## src/sv/cplm_pkg.sv

```systemverilog
// Shared types and constants for the capture period lock meter.
// Used by cplm_ctrl, cplm_dp and capture_period_lock_meter; no dependencies.
package cplm_pkg;

  localparam int unsigned DataW    = 32;
  localparam int unsigned CountW   = 16;
  localparam int unsigned AddrW    = 4;
  localparam int unsigned DivSteps = DataW;
  localparam int unsigned StepW    = $clog2(DivSteps);

  localparam logic [DataW-1:0]  MinPeriodRst   = 32'd40000;
  localparam logic [DataW-1:0]  MaxPeriodRst   = 32'd80000;
  localparam logic [CountW-1:0] ThresholdRst   = 16'd5;
  localparam logic [DataW-1:0]  NumeratorRst   = 32'd80000000;
  localparam logic [DataW-1:0]  LockedRst      = 32'd100000;
  localparam logic [CountW-1:0] CountMax       = {CountW{1'b1}};

  typedef enum logic [1:0] {
    REG_MIN_PERIOD,
    REG_MAX_PERIOD,
    REG_MATCH_THRESHOLD,
    REG_FREQ_NUMERATOR
  } reg_idx_t;

  typedef enum logic [1:0] {
    ST_IDLE,
    ST_FILTER,
    ST_DIVIDE,
    ST_FINISH
  } state_t;

  typedef struct packed {
    logic capture;
    logic filter;
    logic div_start;
    logic div_step;
    logic load_out;
  } cmd_t;

endpackage

```

## src/sv/cplm_ctrl.sv

```systemverilog
// Sequencer for the capture period lock meter: handshakes and step control.
// Depends on cplm_pkg; drives cplm_dp through cplm_pkg::cmd_t.
module cplm_ctrl (
  input  logic              clk,
  input  logic              rst,
  input  logic              in_valid,
  output logic              in_ready,
  output logic              out_valid,
  input  logic              out_ready,
  output cplm_pkg::cmd_t    cmd
);

  cplm_pkg::state_t               state, state_next;
  logic [cplm_pkg::StepW-1:0]     step, step_next;
  logic                           out_valid_next;

  always_ff @(posedge clk) begin
    if (rst) begin
      state     <= cplm_pkg::ST_IDLE;
      step      <= '0;
      out_valid <= 1'b0;
    end else begin
      state     <= state_next;
      step      <= step_next;
      out_valid <= out_valid_next;
    end
  end

  always_comb begin
    state_next     = state;
    step_next      = step;
    cmd            = '0;
    in_ready       = 1'b0;
    out_valid_next = out_valid && !out_ready;
    case (state)
      cplm_pkg::ST_IDLE: begin
        in_ready = 1'b1;
        if (in_valid) begin
          cmd.capture = 1'b1;
          state_next  = cplm_pkg::ST_FILTER;
        end
      end
      cplm_pkg::ST_FILTER: begin
        cmd.filter    = 1'b1;
        cmd.div_start = 1'b1;
        step_next     = '0;
        state_next    = cplm_pkg::ST_DIVIDE;
      end
      cplm_pkg::ST_DIVIDE: begin
        cmd.div_step = 1'b1;
        step_next    = step + cplm_pkg::StepW'(1);
        if (step == cplm_pkg::StepW'(cplm_pkg::DivSteps - 1)) begin
          state_next = cplm_pkg::ST_FINISH;
        end
      end
      cplm_pkg::ST_FINISH: begin
        // hold until the output register is free
        if (!out_valid || out_ready) begin
          cmd.load_out   = 1'b1;
          out_valid_next = 1'b1;
          state_next     = cplm_pkg::ST_IDLE;
        end
      end
      default: begin
        state_next = cplm_pkg::ST_IDLE;
      end
    endcase
  end

endmodule

```

## src/sv/cplm_dp.sv

```systemverilog
// Datapath: period measurement, consistency filter, serial divider, result register.
// Depends on cplm_pkg; commanded by cplm_ctrl.
module cplm_dp (
  input  logic                          clk,
  input  logic                          rst,
  input  cplm_pkg::cmd_t                cmd,
  input  logic [cplm_pkg::DataW-1:0]    capture_time,
  input  logic [cplm_pkg::DataW-1:0]    min_period,
  input  logic [cplm_pkg::DataW-1:0]    max_period,
  input  logic [cplm_pkg::CountW-1:0]   match_threshold,
  input  logic [cplm_pkg::DataW-1:0]    freq_numerator,
  output logic [cplm_pkg::DataW-1:0]    measured_period,
  output logic                          in_range,
  output logic [cplm_pkg::DataW-1:0]    accepted_period,
  output logic [cplm_pkg::DataW-1:0]    broadcast_freq
);

  logic [cplm_pkg::DataW-1:0]  previous_capture;
  logic [cplm_pkg::DataW-1:0]  candidate_period;
  logic [cplm_pkg::CountW-1:0] match_count;
  logic [cplm_pkg::DataW-1:0]  locked_period;
  logic [cplm_pkg::DataW-1:0]  period;
  logic                        period_ok;
  logic [cplm_pkg::DataW-1:0]  rem;
  logic [cplm_pkg::DataW-1:0]  quo;

  logic [cplm_pkg::DataW-1:0]  diff;
  logic [cplm_pkg::CountW-1:0] count_next;
  logic                        same;
  logic [cplm_pkg::DataW:0]    shifted;
  logic [cplm_pkg::DataW:0]    trial;
  logic                        fits;

  assign diff = capture_time - previous_capture;
  assign same = (period == candidate_period);

  always_comb begin
    if (!same) begin
      count_next = '0;
    end else if (match_count != cplm_pkg::CountMax) begin
      count_next = match_count + cplm_pkg::CountW'(1);
    end else begin
      count_next = match_count;
    end
  end

  // one restoring division step per cycle
  assign shifted = {rem, quo[cplm_pkg::DataW-1]};
  assign trial   = shifted - {1'b0, locked_period};
  assign fits    = (shifted >= {1'b0, locked_period});

  always_ff @(posedge clk) begin
    if (rst) begin
      previous_capture <= '0;
      candidate_period <= '0;
      match_count      <= '0;
      locked_period    <= cplm_pkg::LockedRst;
    end else begin
      if (cmd.capture) begin
        previous_capture <= capture_time;
      end
      if (cmd.filter && period_ok) begin
        candidate_period <= period;
        match_count      <= count_next;
        if (count_next >= match_threshold) begin
          locked_period <= period;
        end
      end
    end
  end

  always_ff @(posedge clk) begin
    if (cmd.capture) begin
      period    <= diff;
      period_ok <= (diff >= min_period) && (diff <= max_period);
    end
    if (cmd.div_start) begin
      rem <= '0;
      quo <= freq_numerator;
    end else if (cmd.div_step) begin
      // for a nonzero divisor the partial remainder stays below it, so it fits the data width
      rem <= fits ? trial[cplm_pkg::DataW-1:0] : shifted[cplm_pkg::DataW-1:0];
      quo <= {quo[cplm_pkg::DataW-2:0], fits};
    end
    if (cmd.load_out) begin
      measured_period <= period;
      in_range        <= period_ok;
      accepted_period <= locked_period;
      // a zero divisor reports zero
      broadcast_freq  <= (locked_period == '0) ? '0 : quo;
    end
  end

endmodule

```

## src/sv/capture_period_lock_meter.sv

```systemverilog
// Top level of the capture period lock meter: register file and APB port.
// Depends on cplm_pkg, cplm_ctrl and cplm_dp.
//
// Each capture timestamp gives one result: the period since the previous
// capture (mod 2^32), an in-range flag, the locked period and
// freq_numerator / locked_period (floor, 0 for a zero period). The
// difference and range check are registered at the accepting edge, then
// the match filter runs, then the bit-serial restoring divider, and then
// the result is loaded into the output register, waiting while that
// register still holds an untransferred result. The next capture is taken
// only after that load. The block works on one capture at a time; a
// finished result waits in the output register while the next capture is
// already taken, and a second finished result holds the input until the
// first one is transferred. Registers at byte addresses 0x0 min_period,
// 0x4 max_period, 0x8 match_threshold, 0xC freq_numerator; change them
// only while the block is idle.
module capture_period_lock_meter (
  input  logic                          clk,
  input  logic                          rst,
  input  logic                          in_valid,
  output logic                          in_ready,
  input  logic [cplm_pkg::DataW-1:0]    capture_time,
  output logic                          out_valid,
  input  logic                          out_ready,
  output logic [cplm_pkg::DataW-1:0]    measured_period,
  output logic                          in_range,
  output logic [cplm_pkg::DataW-1:0]    accepted_period,
  output logic [cplm_pkg::DataW-1:0]    broadcast_freq,
  input  logic                          psel,
  input  logic                          penable,
  input  logic                          pwrite,
  input  logic [cplm_pkg::AddrW-1:0]    paddr,
  input  logic [cplm_pkg::DataW-1:0]    pwdata,
  output logic [cplm_pkg::DataW-1:0]    prdata,
  output logic                          pready
);

  logic [cplm_pkg::DataW-1:0]  min_period;
  logic [cplm_pkg::DataW-1:0]  max_period;
  logic [cplm_pkg::CountW-1:0] match_threshold;
  logic [cplm_pkg::DataW-1:0]  freq_numerator;
  cplm_pkg::reg_idx_t          reg_idx;
  logic                        wr_en;
  cplm_pkg::cmd_t              cmd;

  assign pready  = 1'b1;
  assign reg_idx = cplm_pkg::reg_idx_t'(paddr[cplm_pkg::AddrW-1:2]);
  assign wr_en   = psel && penable && pwrite && pready;

  always_ff @(posedge clk) begin
    if (rst) begin
      min_period      <= cplm_pkg::MinPeriodRst;
      max_period      <= cplm_pkg::MaxPeriodRst;
      match_threshold <= cplm_pkg::ThresholdRst;
      freq_numerator  <= cplm_pkg::NumeratorRst;
    end else if (wr_en) begin
      case (reg_idx)
        cplm_pkg::REG_MIN_PERIOD:      min_period      <= pwdata;
        cplm_pkg::REG_MAX_PERIOD:      max_period      <= pwdata;
        cplm_pkg::REG_MATCH_THRESHOLD: match_threshold <= pwdata[cplm_pkg::CountW-1:0];
        cplm_pkg::REG_FREQ_NUMERATOR:  freq_numerator  <= pwdata;
        default: begin
        end
      endcase
    end
  end

  always_comb begin
    case (reg_idx)
      cplm_pkg::REG_MIN_PERIOD:      prdata = min_period;
      cplm_pkg::REG_MAX_PERIOD:      prdata = max_period;
      cplm_pkg::REG_MATCH_THRESHOLD: prdata = cplm_pkg::DataW'(match_threshold);
      cplm_pkg::REG_FREQ_NUMERATOR:  prdata = freq_numerator;
      default:                       prdata = '0;
    endcase
  end

  cplm_ctrl u_ctrl (
    .clk       (clk),
    .rst       (rst),
    .in_valid  (in_valid),
    .in_ready  (in_ready),
    .out_valid (out_valid),
    .out_ready (out_ready),
    .cmd       (cmd)
  );

  cplm_dp u_dp (
    .clk             (clk),
    .rst             (rst),
    .cmd             (cmd),
    .capture_time    (capture_time),
    .min_period      (min_period),
    .max_period      (max_period),
    .match_threshold (match_threshold),
    .freq_numerator  (freq_numerator),
    .measured_period (measured_period),
    .in_range        (in_range),
    .accepted_period (accepted_period),
    .broadcast_freq  (broadcast_freq)
  );

endmodule
```

## config.mk

```make
export PLATFORM = sky130hd
export DESIGN_NAME = capture_period_lock_meter
export DESIGN_NICKNAME = d
export VERILOG_FILES = /design/src/sv/cplm_pkg.sv /design/src/sv/cplm_ctrl.sv /design/src/sv/cplm_dp.sv /design/src/sv/capture_period_lock_meter.sv
export SDC_FILE = /design/constraint.sdc
export NUM_CORES = 1
export LEC_CHECK = 0
export ABC_CLOCK_PERIOD_IN_PS = 18100
export BUFFER_PORTS_ARGS = -buffer_cell sky130_fd_sc_hd__buf_4
export CELL_PAD_IN_SITES_DETAIL_PLACEMENT = 1
export CELL_PAD_IN_SITES_GLOBAL_PLACEMENT = 1
export CORE_UTILIZATION = 51
export DETAILED_ROUTE_END_ITERATION = 8
export HOLD_SLACK_MARGIN = 0.05
export PLACE_DENSITY = 0.95
export SYNTH_ARGS = -nofsm -noshare
export SYNTH_HDL_FRONTEND = slang
export SYNTH_HIERARCHICAL = 1
export SYNTH_SLANG_ARGS = --single-unit
```

## constraint.sdc

```tcl
create_clock -name clk -period 18.1 [get_ports clk]
set_clock_uncertainty 0.2 [all_clocks]
set_input_delay 3.62 -clock clk [delete_from_list [all_inputs] [get_ports clk]]
set_output_delay 3.62 -clock clk [all_outputs]
set_load 0.01 [all_outputs]
```

== Word-level counts from Yosys, hierarchy flattened ==
Cells that the tools add are included.

* Register bits: 426
* Input bits: 75
* Output and inout bits: 132
* Logic and storage cells: 78

* Add/subtract/negate cells: 4
* Magnitude comparators: 4
* Eq/ne operators: 12
* Multiplexer cells: 20
* Reductions and logical operators: 19

{| class="wikitable"
|+ Operators by type and width
! kind !! count
|-
| case mux 32 bit (4 select lines) || 1
|-
| 2-to-1 mux 32 bit || 3
|-
| subtractor 32 bit || 2
|-
| >= comparator 33 x 32 -> 1 bit || 1
|-
| equality test 32 bit || 1
|-
| >= comparator 32 bit || 1
|-
| <= comparator 32 bit || 1
|-
| logical NOT 32 bit || 1
|-
| 2-to-1 mux 16 bit || 2
|-
| adder 16 x 1 -> 16 bit, second input constant || 1
|-
| >= comparator 16 bit || 1
|-
| != test 16 bit, second input constant || 1
|-
| case mux 5 bit (2 select lines) || 1
|-
| AND reduction 2 bit || 5
|-
| equality test 2 bit, second input constant || 4
|-
| 2-to-1 mux 1 bit || 8
|-
| 2-to-1 mux 2 bit || 4
|-
| case mux 2 bit (4 select lines) || 1
|-
| adder 5 x 1 -> 5 bit, second input constant || 1
|-
| equality test 5 bit, second input constant || 1
|-
| logical AND 1 bit || 5
|-
| equality test 2 x 1 -> 1 bit, second input constant || 2
|-
| logical NOT 2 bit || 2
|-
| != test 2 x 1 -> 1 bit, second input constant || 2
|-
| 5 further kinds || 7
|}

== Depth between registers and ports, before layout ==
* Depth in word-level cells: 5
* Depth in mapped cells: 22
* Gate-level depth less buffers: 22

== Modules after synthesis ==
The synthesis kept the hierarchy.

{| class="wikitable"
|+ Modules (own cells, without submodules)
! module !! instances !! cells an instance !! area an instance (sq um) !! sequential area each (sq um)
|-
| cplm_dp || 1 || 1766 || 17041.3 || 7747.4
|-
| capture_period_lock_meter || 1 || 527 || 5268.8 || 2242.2
|-
| cplm_ctrl || 1 || 55 || 476.7 || 160.2
|}

== Worst setup path before layout ==
Ideal clock, no wire load.

* Kind: input port to flip-flop
* Start: in out_ready
* End: reg u_dp/accepted_period[0] (netlist name) (enable)
* Library setup time: 0.565 ns
* Data arrival time: 7.982 ns
* Data required time: 17.335 ns
* Setup slack: 9.353 ns
* Stages on the path: 2
* Buffers on the path: 0
* Cells stage by stage: nor2b_1 nor2b_1

{| class="wikitable"
|+ RTL lines
! item !! RTL line !! source
|-
| from (decl) || capture_period_lock_meter.sv:24 || <nowiki>input logic out_ready,</nowiki>
|-
| to (signal assigned) || cplm_dp.sv:88 || <nowiki>accepted_period <= locked_period;</nowiki>
|-
| to (decl) || cplm_dp.sv:14 || <nowiki>output logic [cplm_pkg::DataW-1:0] accepted_period,</nowiki>
|}

== Worst setup path after layout ==
* Start: in capture_time[16] (netlist name)
* End: reg u_dp.period_ok, data pin

* Cells in the longest elaborated chain, start to end: 3
* Elaborated cells between the ends (all ways): 4
* Classes of those cells: add/sub: 1; order compare: 2; reduce/logical: 1

{| class="wikitable"
|+ RTL lines
! item !! RTL line !! source
|-
| from (decl) || capture_period_lock_meter.sv:22 || <nowiki>input logic [cplm_pkg::DataW-1:0] capture_time,</nowiki>
|-
| subtractor 32 bit * || cplm_dp.sv:34 || <nowiki>assign diff = capture_time - previous_capture;</nowiki>
|-
| named net u_dp.diff (one bit) || cplm_dp.sv:27 || <nowiki>logic [cplm_pkg::DataW-1:0] diff;</nowiki>
|-
| >= comparator 32 bit / <= comparator 32 bit (equally long branches) || cplm_dp.sv:75 || <nowiki>period_ok <= (diff >= min_period) && (diff <= max_period);</nowiki>
|-
| logical AND 1 bit * || cplm_dp.sv:75 ||
|-
| to (signal assigned) || cplm_dp.sv:75 ||
|-
| to (decl) || cplm_dp.sv:23 || <nowiki>logic period_ok;</nowiki>
|}

Mark *: on every way through the listed nets, which the timed path passes. The rest lies on a longest branch.
A chain may end at the register's enable or synchronous reset.

==> metrics.yaml <==
run:
  cap_viol_max_count: 0
global_route:
  grt_pass1_wl_um: 130000
  grt-ovfl-total: 0
  antenna_found_initial: 4
  grt_usage_pct: 38.1
  grt_max_degree: 123
  grt_pass1_vias: 21710
power_and_ir_drop:
  pwr-share-seq_pct: 35.3
  swShare_pct: 40.1
  p_comb_share_pct: 39.5
  ir_drop_mv: 0.0915
  clkPwrFrac_pct: 25.2
  leakage_nw: 10.5
  cellPowerDensity_mw_per_mm2: 146
  p_switching_mw: 1.53
  power.internal_mw: 2.29
  totalPowerFinal_mw: 3.82
route:
  wl_per_cell_um: 27.8
  first_pass_iters: 5
  drt-total-wl_um: 86900
  drcViolationCount: 0
  final_antenna_net_count: 0
  viasPerCell: 6.44
  vias: 20158
  drtIter0Drc: 2010
clocking:
  clk_pin_slew_ns: 0.06
  clock-root-buffer: "clkbuf_16"
  cts_resized: 0
  numCtsBuffers: 46
  cts_tree: "built"
  cts_buffer_depth: 3
  cts.sinks: 426
  cts_hold_buf: 0
  post_cts.repair.setup_buffers: 0
  htreeDepth: 2
  clock_latency_ns: 0.63
synth:
  yosysSeqAreaShare_pct: 44.5
  syn_avg_cell_area_um2: 9.70
  syn_area_mm2: 0.0228
  synth_fa_ha_area_share_pct: 8.47
  yosys_warnings: 6
  synth_edf_count: 162
  synth_compound_area_share_pct: 11.4
  muxShareOfSynthArea_pct: 10.6
  synth_nets: 2576
  synth_cell_types: 77
  synth_top_family_by_area: "simple AND/OR/NAND/NOR gates"
  yosys_register_bits: 426
  synth_simple_gate_area_share_pct: 16.0
  synthCells: 2348
  synth-xor-area-share_pct: 3.65
  yosys_most_used_dff: "dfxtp_1"
  synthArstFlopShare_pct: 0
cells_and_area:
  syn2layout_area_growth_pct: 14.7
  insertedDiodeCount: 0
  final_area_mm2: 0.0261
  mostFrequentLayoutCells: "dfxtp_1 (264), buf_4 (220), nand2_1 (204), nor2_1 (200), mux2i_1 (171)"
  final_cells: 3131
  layout_commonest_cell: "dfxtp_1"
  drive_gt1_share_pct: 13.8
  fin_nets: 2729
worst_setup_path:
  crit_end: "u_dp/period_ok"
  cp_max_fo: 6
  setup.worst_path.start_class: "input port"
  critPathLaunch: "capture_time[16]"
  setup.worst_path.end_class: "flip-flop"
  required_ns: 18.31
  reg2reg_depth: 20
  rrSetupSlack_ns: 10.85
  arrival_ns: 10.21
  rr_startpoint: "u_dp/previous_capture[16]"
  r2r-end: "u_dp/period_ok"
  crit_type: "in -> reg"
placement:
  routabilityCongestion: 0.922
  dp_cells: 3045
  numPortBuffers: 203
  post-place-ws_ns: 8.69
  hpwl_um: 54800
  place_area_mm2: 0.0247
hold_path:
  hp-start: "u_dp/candidate_period[4]"
  min_path_type: "reg -> reg"
sta:
  fin_crit_sh_pct: 55.2
  finalMaxSlewViolations: 0
  max_slew_margin_pct: 18.8
  worst_slack_ns: 8.10
  rsz0062_at_grt: "false"
  worst_pin_slew_ns: 1.22
  hold_viol_final: 0
  fmax_mhz: 100
  setup_violations: 0
  finalSetupTns_ns: 0
  fin_crit_ns: 10.0
floorplan:
  die_w_um: 213
  die_h_um: 213
  pin_count: 207
  num_rows: 77
  die-area_mm2: 0.0455
  start_util_pct: 51.6
  coreArea_mm2: 0.0441
status:
  run_status: "complete, no violations"
-- final cells by class --
type                       instances  area (um^2)
inverter                         168          631
multi-input combinational       1638        11500
timing repair buffer             221         1660
sequential                       426        10100
clock buffer                      66         1270
tap                              592          741
clock inverter                    20          195
fill                            4932        18000
-- cell usage after synthesis, types with 33 or more instances --
cell	count	share of area, %
dfxtp_1	264	23
nand2_1	204	3.4
nor2_1	201	3.3
mux2i_1	171	7.5
inv_1	168	2.8
edfxtp_1	162	21
ha_1	151	8.3
a21oi_1	140	3.1
nand2b_1	121	3.3
o21ai_0	103	2.3
xnor2_1	77	3.0
clkbuf_1	71	1.2
nor2b_1	69	1.9
a21o_1	45	1.5
nand4_1	33	0.91
-- through the flow --
stage	utilization, %	hold WS, ns
2_1_floorplan	-	0.241
3_3_place_gp	55.9	0.255
3_5_place_dp	55.9	0.264
4_1_cts	59.2	0.271
5_1_grt	59.2	0.280
6_report	59.2	0.270
-- cells by family after synthesis --
logic type | after synthesis
and+or+nand+nor | 750
AOI/OAI and AO/OA | 421
buffers and inverters | 284
other | 1
muxes | 218
adders and majority gates | 153
DFF | 426
xor gates and xnor gates | 95
-- critical path: stages --
cell and delay, ns:
buf_4 0.12, ha_1 0.40, a21o_1 0.24, a21o_1 0.18, a221oi_1 0.42, nand3_1 0.29, a31oi_1 0.38, o21a_1 0.26
nand3_1 0.09, a31oi_1 0.47, xnor2_1 0.30, ha_1 0.39, nand4_1 0.19, nor3_1 0.97, and3_1 0.28, nand4_1 0.44
or3_1 0.61, o21ai_0 0.12, o2bb2ai_1 0.11, a31oi_1 0.29
-- routing by layer --
metal	share of wire [%]	GRT usage (%)	up-vias	routed length, um
met3	8.3	8.45	445	7200
met2	48	63.7	1203	41600
met5	0.059	0	-	51
met4	6.9	25.0	8	5960
met1	37	44.0	10002	32100
li1	-	-	8500	-
-- worst min-delay path by stage --
stage / end / depth (start not counted)
2_1_floorplan: u_dp/in_range / 0
3_3_place_gp: u_dp/candidate_period[17] / 2
3_5_place_dp: u_dp/candidate_period[2] / 2
4_1_cts: u_dp/candidate_period[4] / 2
5_1_grt: u_dp/candidate_period[4] / 2
6_report: u_dp/candidate_period[4] / 2
-- state kept, by name, indices dropped and copies added (netlist names) --
signal	count
u_dp/candidate_period	32
u_ctrl/state	2
u_ctrl/out_valid	1
u_dp/locked_period	32
u_dp/period_ok	1
match_threshold	16
u_dp/in_range	1
u_dp/measured_period	32
u_dp/quo	32
u_ctrl/step	5
u_dp/accepted_period	32
u_dp/broadcast_freq	32
min_period	32
u_dp/rem	32
u_dp/match_count	16
u_dp/period	32
freq_numerator	32
u_dp/previous_capture	32
max_period	32
-- power groups by stage --
stage / Clock (mW) / Combinational, mW / Sequential, mW
global placement: 0 / 1.29 / 1.33
CTS: 0.967 / 1.46 / 1.34
floorplan: 0 / 0.998 / 1.29
finish: 0.961 / 1.51 / 1.35
detailed placement: 0 / 1.39 / 1.35
global route: 1.00 / 1.60 / 1.35
Power figures use the tool's default switching activity.
